--- src/rtl/pidaw_pkg.sv ---
// shared types and constants of the pid anti-windup controller
// no dependencies
`timescale 1ns / 1ps
`default_nettype none

package pidaw_pkg;

	localparam int unsigned ADDR_W = 5;

	typedef logic [ADDR_W-1:0] paddr_t;
	typedef logic [2:0] reg_idx_t;
	typedef logic [1:0] clamp_t;

	localparam reg_idx_t REG_PROP_GAIN   = 3'd0;
	localparam reg_idx_t REG_INTEG_GAIN  = 3'd1;
	localparam reg_idx_t REG_DERIV_GAIN  = 3'd2;
	localparam reg_idx_t REG_INTEG_UPPER = 3'd3;
	localparam reg_idx_t REG_INTEG_LOWER = 3'd4;
	localparam reg_idx_t REG_OUT_UPPER   = 3'd5;
	localparam reg_idx_t REG_OUT_LOWER   = 3'd6;

	localparam clamp_t CLAMP_NONE = 2'd0;
	localparam clamp_t CLAMP_HIGH = 2'd1;
	localparam clamp_t CLAMP_LOW  = 2'd2;

	localparam logic signed [31:0] LIMIT_MAX = 32'sh7fff_ffff;
	localparam logic signed [31:0] LIMIT_MIN = 32'sh8000_0000;

endpackage

`default_nettype wire

--- src/rtl/pid_antiwindup_controller.sv ---
// pid controller with clamped integrator, clamped output and anti-windup
// depends on pidaw_pkg
//
// usage: each input request carries setpoint, measured and restart on a
// valid/ready channel; each one gives exactly one result request (drive,
// deviation, clamp_status, integ_frozen) on the output valid/ready channel.
// gains and limits sit behind an apb-style port (pready tied high), register
// i at byte address 4*i; write them only while the block is idle.
// a request accepted into the input register is worked out in a single pass
// and its result is then held in the result register.
// throughput: one request per cycle while the output does not stall, set by
// the combinational path through the three multipliers, the integrator clamp
// and the output clamp into the integrator register.
// stall: while the output is held the result register keeps its request and
// the input register can still take one more; input ready then drops.
// reset: gains clear to zero, limits open to the full 32-bit range, the
// integrator and previous feedback clear and both channels are empty.
`timescale 1ns / 1ps
`default_nettype none

module pid_antiwindup_controller (
	input  wire logic                clk,
	input  wire logic                arst_n,
	input  wire logic                psel,
	input  wire logic                penable,
	input  wire logic                pwrite,
	input  wire pidaw_pkg::paddr_t   paddr,
	input  wire logic [31:0]         pwdata,
	output logic      [31:0]         prdata,
	output logic                     pready,
	input  wire logic                in_valid,
	output logic                     in_ready,
	input  wire logic signed [15:0]  setpoint,
	input  wire logic signed [15:0]  measured,
	input  wire logic                restart,
	output logic                     out_valid,
	input  wire logic                out_ready,
	output logic signed [31:0]       drive,
	output logic signed [16:0]       deviation,
	output pidaw_pkg::clamp_t        clamp_status,
	output logic                     integ_frozen
);
	import pidaw_pkg::*;

	logic signed [15:0] prop_gain_q, integ_gain_q, deriv_gain_q;
	logic signed [31:0] integ_upper_q, integ_lower_q, out_upper_q, out_lower_q;
	logic signed [31:0] integ_acc_q;
	logic signed [15:0] prev_measured_q;

	logic               valid_s1;
	logic signed [15:0] setpoint_s1, measured_s1;
	logic               restart_s1;

	logic               out_valid_q;
	logic signed [31:0] drive_q;
	logic signed [16:0] deviation_q;
	clamp_t             clamp_q;
	logic               frozen_q;

	logic     cfg_wr;
	reg_idx_t cfg_idx;
	logic     adv_s1;

	logic signed [16:0] err;
	logic signed [16:0] dfb;
	logic signed [32:0] p_term, i_prod, d_prod;
	logic signed [33:0] cand_raw, d_term;
	logic signed [31:0] cand;
	logic signed [34:0] u_raw;
	logic signed [31:0] u_clamped;
	clamp_t             status;
	logic               frozen;

	// configuration port
	assign pready  = 1'b1;
	assign cfg_idx = paddr[ADDR_W-1:2];
	assign cfg_wr  = psel && penable && pwrite && pready;

	always_ff @(posedge clk or negedge arst_n) begin
		if (!arst_n) begin
			prop_gain_q   <= '0;
			integ_gain_q  <= '0;
			deriv_gain_q  <= '0;
			integ_upper_q <= LIMIT_MAX;
			integ_lower_q <= LIMIT_MIN;
			out_upper_q   <= LIMIT_MAX;
			out_lower_q   <= LIMIT_MIN;
		end else if (cfg_wr) begin
			case (cfg_idx)
				REG_PROP_GAIN:   prop_gain_q   <= pwdata[15:0];
				REG_INTEG_GAIN:  integ_gain_q  <= pwdata[15:0];
				REG_DERIV_GAIN:  deriv_gain_q  <= pwdata[15:0];
				REG_INTEG_UPPER: integ_upper_q <= pwdata;
				REG_INTEG_LOWER: integ_lower_q <= pwdata;
				REG_OUT_UPPER:   out_upper_q   <= pwdata;
				REG_OUT_LOWER:   out_lower_q   <= pwdata;
				default: ;
			endcase
		end
	end

	always_comb begin
		case (cfg_idx)
			REG_PROP_GAIN:   prdata = 32'(prop_gain_q);
			REG_INTEG_GAIN:  prdata = 32'(integ_gain_q);
			REG_DERIV_GAIN:  prdata = 32'(deriv_gain_q);
			REG_INTEG_UPPER: prdata = integ_upper_q;
			REG_INTEG_LOWER: prdata = integ_lower_q;
			REG_OUT_UPPER:   prdata = out_upper_q;
			REG_OUT_LOWER:   prdata = out_lower_q;
			default:         prdata = '0;
		endcase
	end

	// handshake
	assign adv_s1   = valid_s1 && (!out_valid_q || out_ready);
	assign in_ready = !valid_s1 || adv_s1;

	always_ff @(posedge clk or negedge arst_n) begin
		if (!arst_n) begin
			valid_s1 <= 1'b0;
		end else if (in_ready) begin
			valid_s1 <= in_valid;
		end
	end

	always_ff @(posedge clk) begin
		if (in_valid && in_ready) begin
			setpoint_s1 <= setpoint;
			measured_s1 <= measured;
			restart_s1  <= restart;
		end
	end

	// control law
	always_comb begin
		err      = 17'(setpoint_s1) - 17'(measured_s1);
		dfb      = 17'(measured_s1) - 17'(prev_measured_q);
		p_term   = 33'(prop_gain_q) * 33'(err);
		i_prod   = 33'(integ_gain_q) * 33'(err);
		d_prod   = 33'(deriv_gain_q) * 33'(dfb);
		d_term   = -34'(d_prod);
		cand_raw = 34'(integ_acc_q) + 34'(i_prod);

		if (cand_raw > 34'(integ_upper_q)) begin
			cand = integ_upper_q;
		end else if (cand_raw < 34'(integ_lower_q)) begin
			cand = integ_lower_q;
		end else begin
			cand = cand_raw[31:0];
		end

		u_raw  = 35'(p_term) + 35'(cand) + 35'(d_term);
		frozen = 1'b0;
		if (u_raw > 35'(out_upper_q)) begin
			u_clamped = out_upper_q;
			status    = CLAMP_HIGH;
			frozen    = (err > 17'sd0);
		end else if (u_raw < 35'(out_lower_q)) begin
			u_clamped = out_lower_q;
			status    = CLAMP_LOW;
			frozen    = (err < 17'sd0);
		end else begin
			u_clamped = u_raw[31:0];
			status    = CLAMP_NONE;
		end
	end

	// controller state
	always_ff @(posedge clk or negedge arst_n) begin
		if (!arst_n) begin
			integ_acc_q     <= '0;
			prev_measured_q <= '0;
		end else if (adv_s1) begin
			prev_measured_q <= measured_s1;
			if (restart_s1) begin
				integ_acc_q <= '0;
			end else if (!frozen) begin
				integ_acc_q <= cand;
			end
		end
	end

	// result register
	always_ff @(posedge clk or negedge arst_n) begin
		if (!arst_n) begin
			out_valid_q <= 1'b0;
		end else if (!out_valid_q || out_ready) begin
			out_valid_q <= valid_s1;
		end
	end

	always_ff @(posedge clk) begin
		if (adv_s1) begin
			if (restart_s1) begin
				drive_q     <= '0;
				deviation_q <= '0;
				clamp_q     <= CLAMP_NONE;
				frozen_q    <= 1'b0;
			end else begin
				drive_q     <= u_clamped;
				deviation_q <= err;
				clamp_q     <= status;
				frozen_q    <= frozen;
			end
		end
	end

	assign out_valid    = out_valid_q;
	assign drive        = drive_q;
	assign deviation    = deviation_q;
	assign clamp_status = clamp_q;
	assign integ_frozen = frozen_q;

endmodule

`default_nettype wire

--- config.mk ---
export PLATFORM = sky130hd
export DESIGN_NAME = pid_antiwindup_controller
export DESIGN_NICKNAME = d
export VERILOG_FILES = /design/src/rtl/pidaw_pkg.sv /design/src/rtl/pid_antiwindup_controller.sv
export SDC_FILE = /design/constraint.sdc
export NUM_CORES = 2
export LEC_CHECK = 0
export ABC_AREA = 1
export CAP_MARGIN = 0
export CORE_UTILIZATION = 50
export DETAILED_ROUTE_END_ITERATION = 6
export DONT_BUFFER_PORTS = 1
export RECOVER_POWER = 25
export SYNTH_ARGS = -nofsm -noshare
export SYNTH_HDL_FRONTEND = slang
export SYNTH_SLANG_ARGS = --single-unit
--- constraint.sdc ---
create_clock -name clk -period 20.4 [get_ports clk]
set_input_delay 2.04 -clock clk [delete_from_list [all_inputs] [get_ports clk]]
set_output_delay 2.04 -clock clk [all_outputs]
set_load 0.05 [all_outputs]
==> Yosys cells after proc, flatten, opt, wreduce, memory -nomap -nowiden <==
Index checks and enable logic that the tools add are counted.
{ "totals": {"mem_count": 0, "mem_bits_ro": 0, "wordCells": 70, "register_bits": 311, "latchBits": 0, "ramBits": 0, "out_inout_bits": 87} }
{ "op_classes": {"addsub": 6, "order_cmp": 6, "n_eq_ne": 7, "n_mul": 3, "shifts": 0, "reduce_logical": 18, "bitwise": 0, "muxes": 11, "div": 0} }
{ "ops": {"columns": ["op", "count"], "rows": [
  ["32-bit one-hot mux with 7 select lines", 1],
  ["32-bit 2-to-1 mux", 6],
  ["16-bit by 17-bit multiplier with 33-bit output", 3],
  ["34-bit by 34-bit adder with 35-bit output", 1],
  ["35-bit by 32-bit > comparator with 1-bit output", 1],
  ["35-bit by 32-bit < comparator with 1-bit output", 1],
  ["32-bit by 33-bit adder with 34-bit output", 1],
  ["33-bit by 32-bit adder with 34-bit output", 1],
  ["34-bit by 32-bit > comparator with 1-bit output", 1],
  ["34-bit by 32-bit < comparator with 1-bit output", 1],
  ["33-bit negator with 34-bit output", 1],
  ["16-bit by 16-bit subtractor with 17-bit output", 2],
  ["17-bit by 1-bit > comparator with 1-bit output, second input constant", 1],
  ["17-bit by 1-bit < comparator with 1-bit output, second input constant", 1],
  ["2-bit AND reduction", 8],
  ["3-bit == test, second input constant", 3],
  ["3-bit by 2-bit == test with 1-bit output, second input constant", 2],
  ["1-bit logical AND", 4],
  ["3-bit by 1-bit == test with 1-bit output, second input constant", 1],
  ["3-bit zero test", 1],
  ["1-bit 2-to-1 mux", 3],
  ["1-bit zero test", 2],
  ["1-bit logical OR", 2],
  ["2-bit 2-to-1 mux", 1],
  ["other kinds (2)", 2]
]} }

==> Longest topological paths before layout <==
{ "depth": {"ltp_word": 13, "mapped_depth": 95} }

==> Worst setup path before layout <==
Ideal clock, no wire load.
{ "synth_timing": {"path_type": "register to register", "startpoint": "register measured_s1[0]", "endpoint": "register drive_q[15] (netlist: drive[15]), data pin", "path_stages_with_launch": 84, "setup_slack_ns": 5.333, "setup_ns": 0.264, "period_less_slack_ns": 15.067, "t_required_ns": 20.136, "arrival_time_ns": 14.803, "path_cell_list": "edfxtp_1 -> ha_1 -> fa_1 -> inv_1 -> nand3_1 -> nand2_1 -> nand3_1 -> nand3_1 -> nand2_1 -> nand4_1 -> nand2_2 -> buf_6 -> buf_2 -> nor2_1 -> inv_1 -> fa_1 -> fa_1 -> clkbuf_1 -> [... 48 more ...] -> nand3_1 -> a21oi_1 -> o21ai_0 -> xor2_1 -> ha_1 -> nand2_1 -> nor2_2 -> nand4_1 -> nor2_1 -> nand3_1 -> nand3_1 -> nand2_1 -> nand2_1 -> inv_2 -> buf_4 -> clkbuf_1 -> o21ai_0 -> o21ai_0"} }
{ "synth_between": {"elab_chain_cells": 11, "word_cells_on_any_way": 17} }
{ "synth_rtl": {"columns": ["element", "line", "rtl"], "rows": [
  ["from (decl)", "pid_antiwindup_controller.sv:51", "logic signed [15:0] setpoint_s1, measured_s1;"],
  ["from (signal assigned)", "pid_antiwindup_controller.sv:130", "measured_s1 <= measured;"],
  ["16-bit by 16-bit subtractor with 17-bit output", "pid_antiwindup_controller.sv:137", "err = 17'(setpoint_s1) - 17'(measured_s1);"],
  ["16-bit by 17-bit multiplier with 33-bit output", "pid_antiwindup_controller.sv:140", "i_prod = 33'(integ_gain_q) * 33'(err);"],
  ["32-bit by 33-bit adder with 34-bit output", "pid_antiwindup_controller.sv:143", "cand_raw = 34'(integ_acc_q) + 34'(i_prod);"],
  ["34-bit by 32-bit < comparator with 1-bit output", "pid_antiwindup_controller.sv:147", "end else if (cand_raw < 34'(integ_lower_q)) begin"],
  ["32-bit 2-to-1 mux", "pid_antiwindup_controller.sv:147", null],
  ["32-bit 2-to-1 mux", "pid_antiwindup_controller.sv:145", "if (cand_raw > 34'(integ_upper_q)) begin"],
  ["33-bit by 32-bit adder with 34-bit output", "pid_antiwindup_controller.sv:153", "u_raw = 35'(p_term) + 35'(cand) + 35'(d_term);"],
  ["34-bit by 34-bit adder with 35-bit output *", "pid_antiwindup_controller.sv:153", null],
  ["35-bit by 32-bit < comparator with 1-bit output", "pid_antiwindup_controller.sv:159", "end else if (u_raw < 35'(out_lower_q)) begin"],
  ["32-bit 2-to-1 mux", "pid_antiwindup_controller.sv:159", null],
  ["32-bit 2-to-1 mux *", "pid_antiwindup_controller.sv:155", "if (u_raw > 35'(out_upper_q)) begin"],
  ["to (signal assigned)", "pid_antiwindup_controller.sv:201", "drive_q <= u_clamped;"],
  ["to (decl)", "pid_antiwindup_controller.sv:55", "logic signed [31:0] drive_q;"]
]} }
Every way passes the cells marked *; elsewhere a longest branch is shown, timed or not.
A chain may end at the register's enable or synchronous reset.

==> Worst setup path after layout <==
{ "layout_timing": {"startpoint": "register measured_s1[0]", "endpoint": "register drive_q[7] (netlist: drive[7]), data pin"} }
The elaborated chain is that of the path after synthesis.

==> metrics.cfg <==
[run_status]
status = finished, violations left
violations = DRC, capacitance limit, slew limit

[clocking]
htree_levels = 2
clock-root-buffer = clkbuf_16
cts_tree = built
cts_buffers = 41
cts_resized = 0
cts_hold_buf = 0
clock_sinks = 311
clkTransAtPathRegs_ns = 0.06
ctsLongestPathBuffers = 3
clock_latency_ns = 0.65
postCtsSetupRepairBufs = 0

[route]
drtIter0Drc = 3761
remaining_drc_errors = 19
wl_per_cell_um = 23.07
ant_nets = 0
first_pass_iters = 7
vias = 43340
viasPerCell = 5.465
drt_wl_total_um = 182900

[setup_path]
r2r_cells = 75
rrSetupSlack_ns = 1.49
path_max_fanout = 32
critPathMaxStageDelay_ns = 0.78
worst_setup_path_start_kind = flop
endpoint_kind = flop
crit_type = reg -> reg
worst-endpoint-required_ns = 20.80
critPathArrivalTime_ns = 19.32
endpoint = drive[7]
cp_slowest_cell = fa_1
rr_endpoint = drive[7]
worstSetupStartpoint = measured_s1[0]
crit_top_cell = inv_1
r2r-start = measured_s1[0]

[global_route]
met1_usage_pct = 46.64
grt_use_met3_pct = 7.905
grt_overflow = 0
top_usage_layer = met2
grt_pass1_vias = 44580
track_usage_pct = 34.99
grt_max_degree = 227
grt_pass1_wl_um = 280000
antenna_found_initial = 4
met2_usage_pct = 54.28

[floorplan]
die_w_um = 330.4
ios = 164
std_cell_rows = 120
core_area_sq_um = 107100
initial_core_util_pct = 50.37
dieArea_sq_um = 109200
die_y_um = 330.4

[timing]
final.setup.tns_ns = 0
setup-violations-final = 0
skew_ns = 0.04664
min_period_ns = 18.91
rsz0062_at_grt = false
max_freq_mhz = 52.87
final-max-slew-violation-count = 32
hold_viol = 0
fin_crit_sh_pct = 92.71
relSlewSlack_pct = -64.33
worst_pin_slew_ns = 2.465
fin_hold_ws_ns = 0.4842

[logic_synthesis]
yosysTopAreaCellShare_pct = 36.46
ys.flop_type = dfrtp_1
ys_ff_latch = 311
syn_nets = 8068
synth.area.top_cells = fa_1, inv_1, ha_1
synth-edff-count = 85
synthCells = 6566
synthesis.area_sq_um = 53920
yosys.area.top_type = fa_1
avgSynthCellArea_sq_um = 8.213
ys_seq_area_share_pct = 15.37
synthArstFlopShare_pct = 72.67
yosysWarnings = 0
synth_cell_types = 56

[placed_design]
place_area_sq_um = 55600
place.gp.congestion = 1.000
place_hpwl_um = 151300
port_buffers = 0

[layout]
final_cell_mix = inv_1, nand2_1, fa_1
final_common_cell = inv_1
nets = 7994
final_core_util_pct = 53.27
final_area_sq_um = 57030
drive_above_1_share_pct = 4.521
area_delta_synth_final_pct = 5.761

[run]
max_cap_violations = 1

[worst_hold_path]
holdCritStartpoint = prev_measured_q[11]
hp-class = reg -> reg

-- cell usage after synthesis, types with 5 or more instances --
master and number:
a21o_1 22, a21oi_1 174, xnor2_1 40, edfxtp_1 85
nand3_1 242, buf_2 18, a211oi_1 6, buf_4 11
nor3_1 26, nand2_1 1305, or2_2 6, dfstp_2 64
o21bai_1 6, o21ai_0 271, fa_1 982, o22ai_1 51
dfrtp_1 162, inv_1 1651, inv_2 7, clkbuf_1 170
clkinv_1 12, a221oi_1 21, o221ai_1 6, nand2_2 21
xor2_1 43, nor2_1 592, buf_1 12, nand3b_1 6
buf_6 10, and2_1 5, ha_1 443, nand4_1 42
o211ai_1 10
-- worst min-delay path by stage --
| stage | to | slack (ns) | cells past startpoint |
|---|---|---|---|
| after floorplan | integ_acc_q[15] | 0.45 | 2 |
| after global routing | integ_upper_q[11] | 0.51 | 2 |
| after CTS | prev_measured_q[14] | 0.49 | 2 |
| after global placement | prev_measured_q[11] | 0.47 | 2 |
| after detailed placement | prev_measured_q[14] | 0.47 | 2 |
| final | prev_measured_q[11] | 0.48 | 2 |
-- kinds of logic (layout without fill, tap and decap cells) --
logic type,count (synthesis),after routing,synth area share [%]
AO/OA/AOI/OAI,590,590,6.114
AND/OR/NAND/NOR,2262,2262,16.92
flip-flops,311,311,15.37
adder cells (fa/ha/maj),1425,1425,46.74
XOR/XNOR,85,85,1.408
buffers and inverters,1892,1851,13.45
other,1,2,0.006954
-- flip-flops by register name, indices dropped and copies added, names as in the netlist --
signal,cells
setpoint_s1,16
drive,32
integ_lower_q,32
prev_measured_q,16
out_upper_q,32
deviation,17
valid_s1,1
prop_gain_q,16
deriv_gain_q,16
integ_upper_q,32
out_lower_q,32
integ_gain_q,16
restart_s1,1
integ_frozen,1
clamp_status,2
measured_s1,16
out_valid,1
integ_acc_q,32
-- critical path, delay by kind of cell (launching register included) --
kind / cells / cell delay, ns
compound gates: 13 / 2.74
simple gates: 25 / 3.73
flops: 1 / 0.38
buf+inv: 16 / 1.81
fa+ha+maj: 19 / 9.17
xor+xnor: 2 / 0.81
-- layer usage --
layer	routed length [um]	vias to the layer above	share of wire, %
met3	18220	392	10
met4	10180	2	5.6
met1	73130	21580	40
met2	81380	1950	44
li1	-	19420	-
met5	18	-	0.0098
-- through the flow --
| stage | std cells | worst slack, ns |
|---|---|---|
| 2_1_floorplan | 6566 | 5.333 |
| 3_3_place_gp | 7852 | 1.764 |
| 3_5_place_dp | 7852 | 1.608 |
| 4_1_cts | 7928 | 1.547 |
| 5_1_grt | 7928 | 0.3597 |
| 6_report | 7929 | 1.486 |
-- area by class of cell --
type	instances	area [sq um]
Fill cell	10310	50020
Multi-Input combinational cell	4363	38420
Sequential cell	311	8288
Clock buffer	49	1096
Tap cell	1403	1755
Clock inverter	27	337.8
Antenna cell	1	2.502
Inverter	1670	6271
Timing Repair Buffer	105	859.6
Power is left out: the tool's default activity adds up to more than one toggle a clock period on the data nets, which glitch-free logic cannot reach.
